==> config.mk <==
export PLATFORM = sky130hd
export DESIGN_NAME = smgc_ram
export DESIGN_NICKNAME = d
export VERILOG_FILES = /design/src/rtl/smgc_ram.sv
export SDC_FILE = /design/constraint.sdc
export NUM_CORES = 1
export LEC_CHECK = 0
export ABC_AREA = 0
export ABC_CLOCK_PERIOD_IN_PS = 2990
export BUFFER_PORTS_ARGS = -buffer_cell sky130_fd_sc_hd__buf_4
export CORE_MARGIN = 2
export CORE_UTILIZATION = 56
export CTS_CLUSTER_DIAMETER = 50
export DETAILED_ROUTE_END_ITERATION = 8
export PLACE_DENSITY = 0.75
export SLEW_MARGIN = 10
export SYNTH_ARGS = -nofsm -noshare
export SYNTH_HDL_FRONTEND = slang
export SYNTH_SLANG_ARGS = --single-unit
==> constraint.sdc <==
create_clock -name clock -period 2.99 [get_ports clock]
set_input_delay 0.897 -clock clock [delete_from_list [all_inputs] [get_ports clock]]
set_output_delay 0.897 -clock clock [all_outputs]
set_load 0.03 [all_outputs]
==> src/rtl/smgc_ram.sv <==
module smgc_ram #(
   parameter int WIDTH = 16,
   parameter int DEPTH = 64
) (
   input  logic                     clock,
   input  logic                     wr_en,
   input  logic [$clog2(DEPTH)-1:0] wr_addr,
   input  logic [WIDTH-1:0]         wr_data,
   input  logic [$clog2(DEPTH)-1:0] rd_addr,
   output logic [WIDTH-1:0]         rd_data
);

   logic [WIDTH-1:0] mem [DEPTH];
   logic [WIDTH-1:0] rd_data_ff;

   always_ff @(posedge clock) begin
      if (wr_en) begin
         mem[wr_addr] <= wr_data;
      end
      rd_data_ff <= mem[rd_addr];
   end

   assign rd_data = rd_data_ff;

endmodule

==> flow_metrics.env <==
export IMPL_status="completed"
export IMPL_clock_latency_ps=670
export IMPL_syn_instance_count=1829
export IMPL_vias=19987
export IMPL_setup_tns_ps=0
export IMPL_synth_nets=1859
export IMPL_clk_pin_slew_ps=60
export IMPL_p_leak_nw=14.87
export IMPL_worst_path_max_delay_cell="mux4_2"
export IMPL_rr_startpoint="mem[16][11]"
export IMPL_grt_antenna_before_repair=3
export IMPL_power_mw=30.80
export IMPL_reg2regPathDepth=5
export IMPL_core_mm2=0.07112
export IMPL_endpoint_kind="flip-flop"
export IMPL_post_route_period_util=0.8887
export IMPL_ant_nets=0
export IMPL_worstSetupStartpointType="input port"
export IMPL_grt_pass1_vias=20147
export IMPL_cp_depth=9
export IMPL_final_nets=2095
export IMPL_ys_top_cells_by_area="edfxtp_1 (77%), mux4_2 (12%), mux2i_1 (2.1%)"
export IMPL_die_y_um=271.4
export IMPL_path_buf_inv=4
export IMPL_cts_resized=0
export IMPL_wl_per_cell_um=30.38
export IMPL_numCtsBuffers=104
export IMPL_min_path_type="in -> reg"
export IMPL_avgSynthCellArea_um2=21.89
export IMPL_hold_violations=0
export IMPL_htree_levels=3
export IMPL_hold_buffers=0
export IMPL_ios=46
export IMPL_synthArstFlopShare=0
export IMPL_crit_chain="buf_8 -> buf_12 -> buf_4 -> mux4_2 -> mux2i_1 -> nand3_1 -> a31oi_1 -> buf_4 -> a311oi_1"
export IMPL_fin_cells=3109
export IMPL_endpoint="rd_data[0]"
export IMPL_ys_types=43
export IMPL_worst_pin_slew_ps=855.6
export IMPL_grt_pass1_wl_um=138700
export IMPL_drc_errors=0
export IMPL_dp_cells=2909
export IMPL_yosysWarnings=0
export IMPL_setup_viol=0
export IMPL_cp_data_arrival_time_ps=3180
export IMPL_cellPowerDensity_mw_per_mm2=670.0
export IMPL_critPathLaunch="rd_addr[0]"
export IMPL_area_growth_synth_to_final_pct=14.79
export IMPL_clock_path_buffers=3
export IMPL_cap_violations=0
export IMPL_worst_setup_path_type="in -> reg"
export IMPL_crit_fanout=22
export IMPL_port_buffers=45
export IMPL_die_area_mm2=0.07366
export IMPL_hp_start="wr_data[3]"
export IMPL_cpPeakStageDelay_ps=550
export IMPL_routabilityCongestion=0.9451
export IMPL_crit_family="multiplexers"
export IMPL_fmax_ghz=0.3763
export IMPL_syn_cell_area_mm2=0.04004
export IMPL_maxSlewViolCount=0
export IMPL_clock_sinks=1040
export IMPL_die_w_um=271.4
export IMPL_path_common_cell="buf_4"
export IMPL_min_period_ps=2657
export IMPL_grtUsageTotal=0.2614
export IMPL_drt_vias_per_instance=6.429
export IMPL_grt_ovfl_total=0
export IMPL_ir_drop_mv=0.5411
export IMPL_seq_area_frac_synth=0.7759
export IMPL_yosysTopAreaCell="edfxtp_1"
export IMPL_grt_max_degree=72
export IMPL_ys_ff_latch=1040
export IMPL_skew_ps=19.31
export IMPL_nFillCells=4536
export IMPL_synth_top_area_frac=0.7679
export IMPL_slew_limit_headroom=0.4296
export IMPL_drt_total_wl_um=94440
export IMPL_r2r_end="rd_data[11]"
export IMPL_synthFlopType="edfxtp_1"
export IMPL_worstPathRequired_ps=3520
export IMPL_drt_first_pass_iters=6
export IMPL_num_rows=98
export IMPL_cts_tree="yes"
export IMPL_post_cts_buffers=0
export IMPL_clockRootBuffer="clkbuf_16"
export IMPL_reg2reg_slack_ps=850
export IMPL_drt_iter0_drc=2847
export IMPL_grt_setup_unrepaired="no"
export IMPL_start_util=0.5630
export IMPL_synth_edf_count=1024
export IMPL_dpl_hpwl_um=56860
export IMPL_layout_drive_gt1_share=0.3024
## logic make-up (layout without fill, tap and decap cells)
| family | after synthesis | after routing | share of synthesized area |
|---|---|---|---|
| simple gates | 220 | 220 | 0.02647 |
| flops | 1040 | 1040 | 0.7759 |
| mux | 336 | 336 | 0.1552 |
| buf+inv | 104 | 431 | 0.01831 |
| other cells | 0 | 3 | 0 |
| compound gates | 129 | 129 | 0.02409 |
## per-layer routing
metal	wire length (µm)	track usage	share of wire
met5	11	0	0.00012
met4	3156	0.08777	0.033
met3	10660	0.06024	0.11
met2	45700	0.4131	0.48
met1	34910	0.3658	0.37
## layout by cell type, fill, tap and decap left out, types with 19 or more instances in the layout
| cell type | Yosys | routed |
|---|---|---|
| a22oi_1 | 39 | 39 |
| buf_12 | 5 | 19 |
| buf_4 | 13 | 212 |
| clkbuf_1 | 24 | 24 |
| clkbuf_16 | 0 | 104 |
| edfxtp_1 | 1024 | 1024 |
| mux2_2 | 27 | 27 |
| mux2i_1 | 85 | 85 |
| mux4_2 | 220 | 220 |
| nand2_1 | 59 | 59 |
| nand3_1 | 24 | 24 |
| nor2_1 | 72 | 72 |
| nor2b_1 | 30 | 30 |
## how the worst min path moves through the flow
stage                  end  slack [ps]  depth (start not counted)
2_1_floorplan  rd_data[10]         750                          5
3_3_place_gp    rd_data[9]         870                          3
3_5_place_dp   rd_data[12]         890                          4
4_1_cts         mem[28][7]         800                          1
5_1_grt         mem[35][7]         800                          1
6_report        mem[44][3]         790                          1
## final cells by class
type                    instances  area (µm²)  area share
multi-input cells             685        8249      0.1795
repair buffers                234        2012     0.04377
flip-flops and latches       1040       31070      0.6760
diodes                          3       7.507   0.0001633
clock inverters                60       619.3     0.01347
clock buffers                 137        2816     0.06128
well taps                     950        1189     0.02586
## sequential cells by signal, summed over array words and instances (netlist names)
| name | count |
|---|---|
| mem | 1024 |
| rd_data | 16 |
## power breakdown
group | leakage [nW] | internal, mW | switching, mW
clock | 1.67 | 7.47 | 5.46
sequential | 9.35 | 16.1 | 0.0634
combinational | 3.86 | 0.644 | 1.02
total | 14.9 | 24.3 | 6.54
## synth_stat cells, types with 24 or more instances
library cell  instances
mux2i_1              85
nor2b_1              30
mux2_2               27
nand2_1              59
nand3_1              24
mux4_2              220
clkbuf_1             24
buf_2                36
edfxtp_1           1024
a22oi_1              39
nor2_1               72
## per-stage QoR
stage                       util  hold slack (ps)  setup WS (ps)  cell area, µm²
after detailed placement  0.5979            894.5         -344.0           42520
after floorplan                -            750.3          58.23           40040
after CTS                 0.6462            799.7          354.7           45960
final                     0.6463            793.3          332.8           45960
after global routing      0.6462            798.8          182.2           45960
after global placement    0.5979            869.4         -266.0           42520
(Power assumes the default switching activity.)
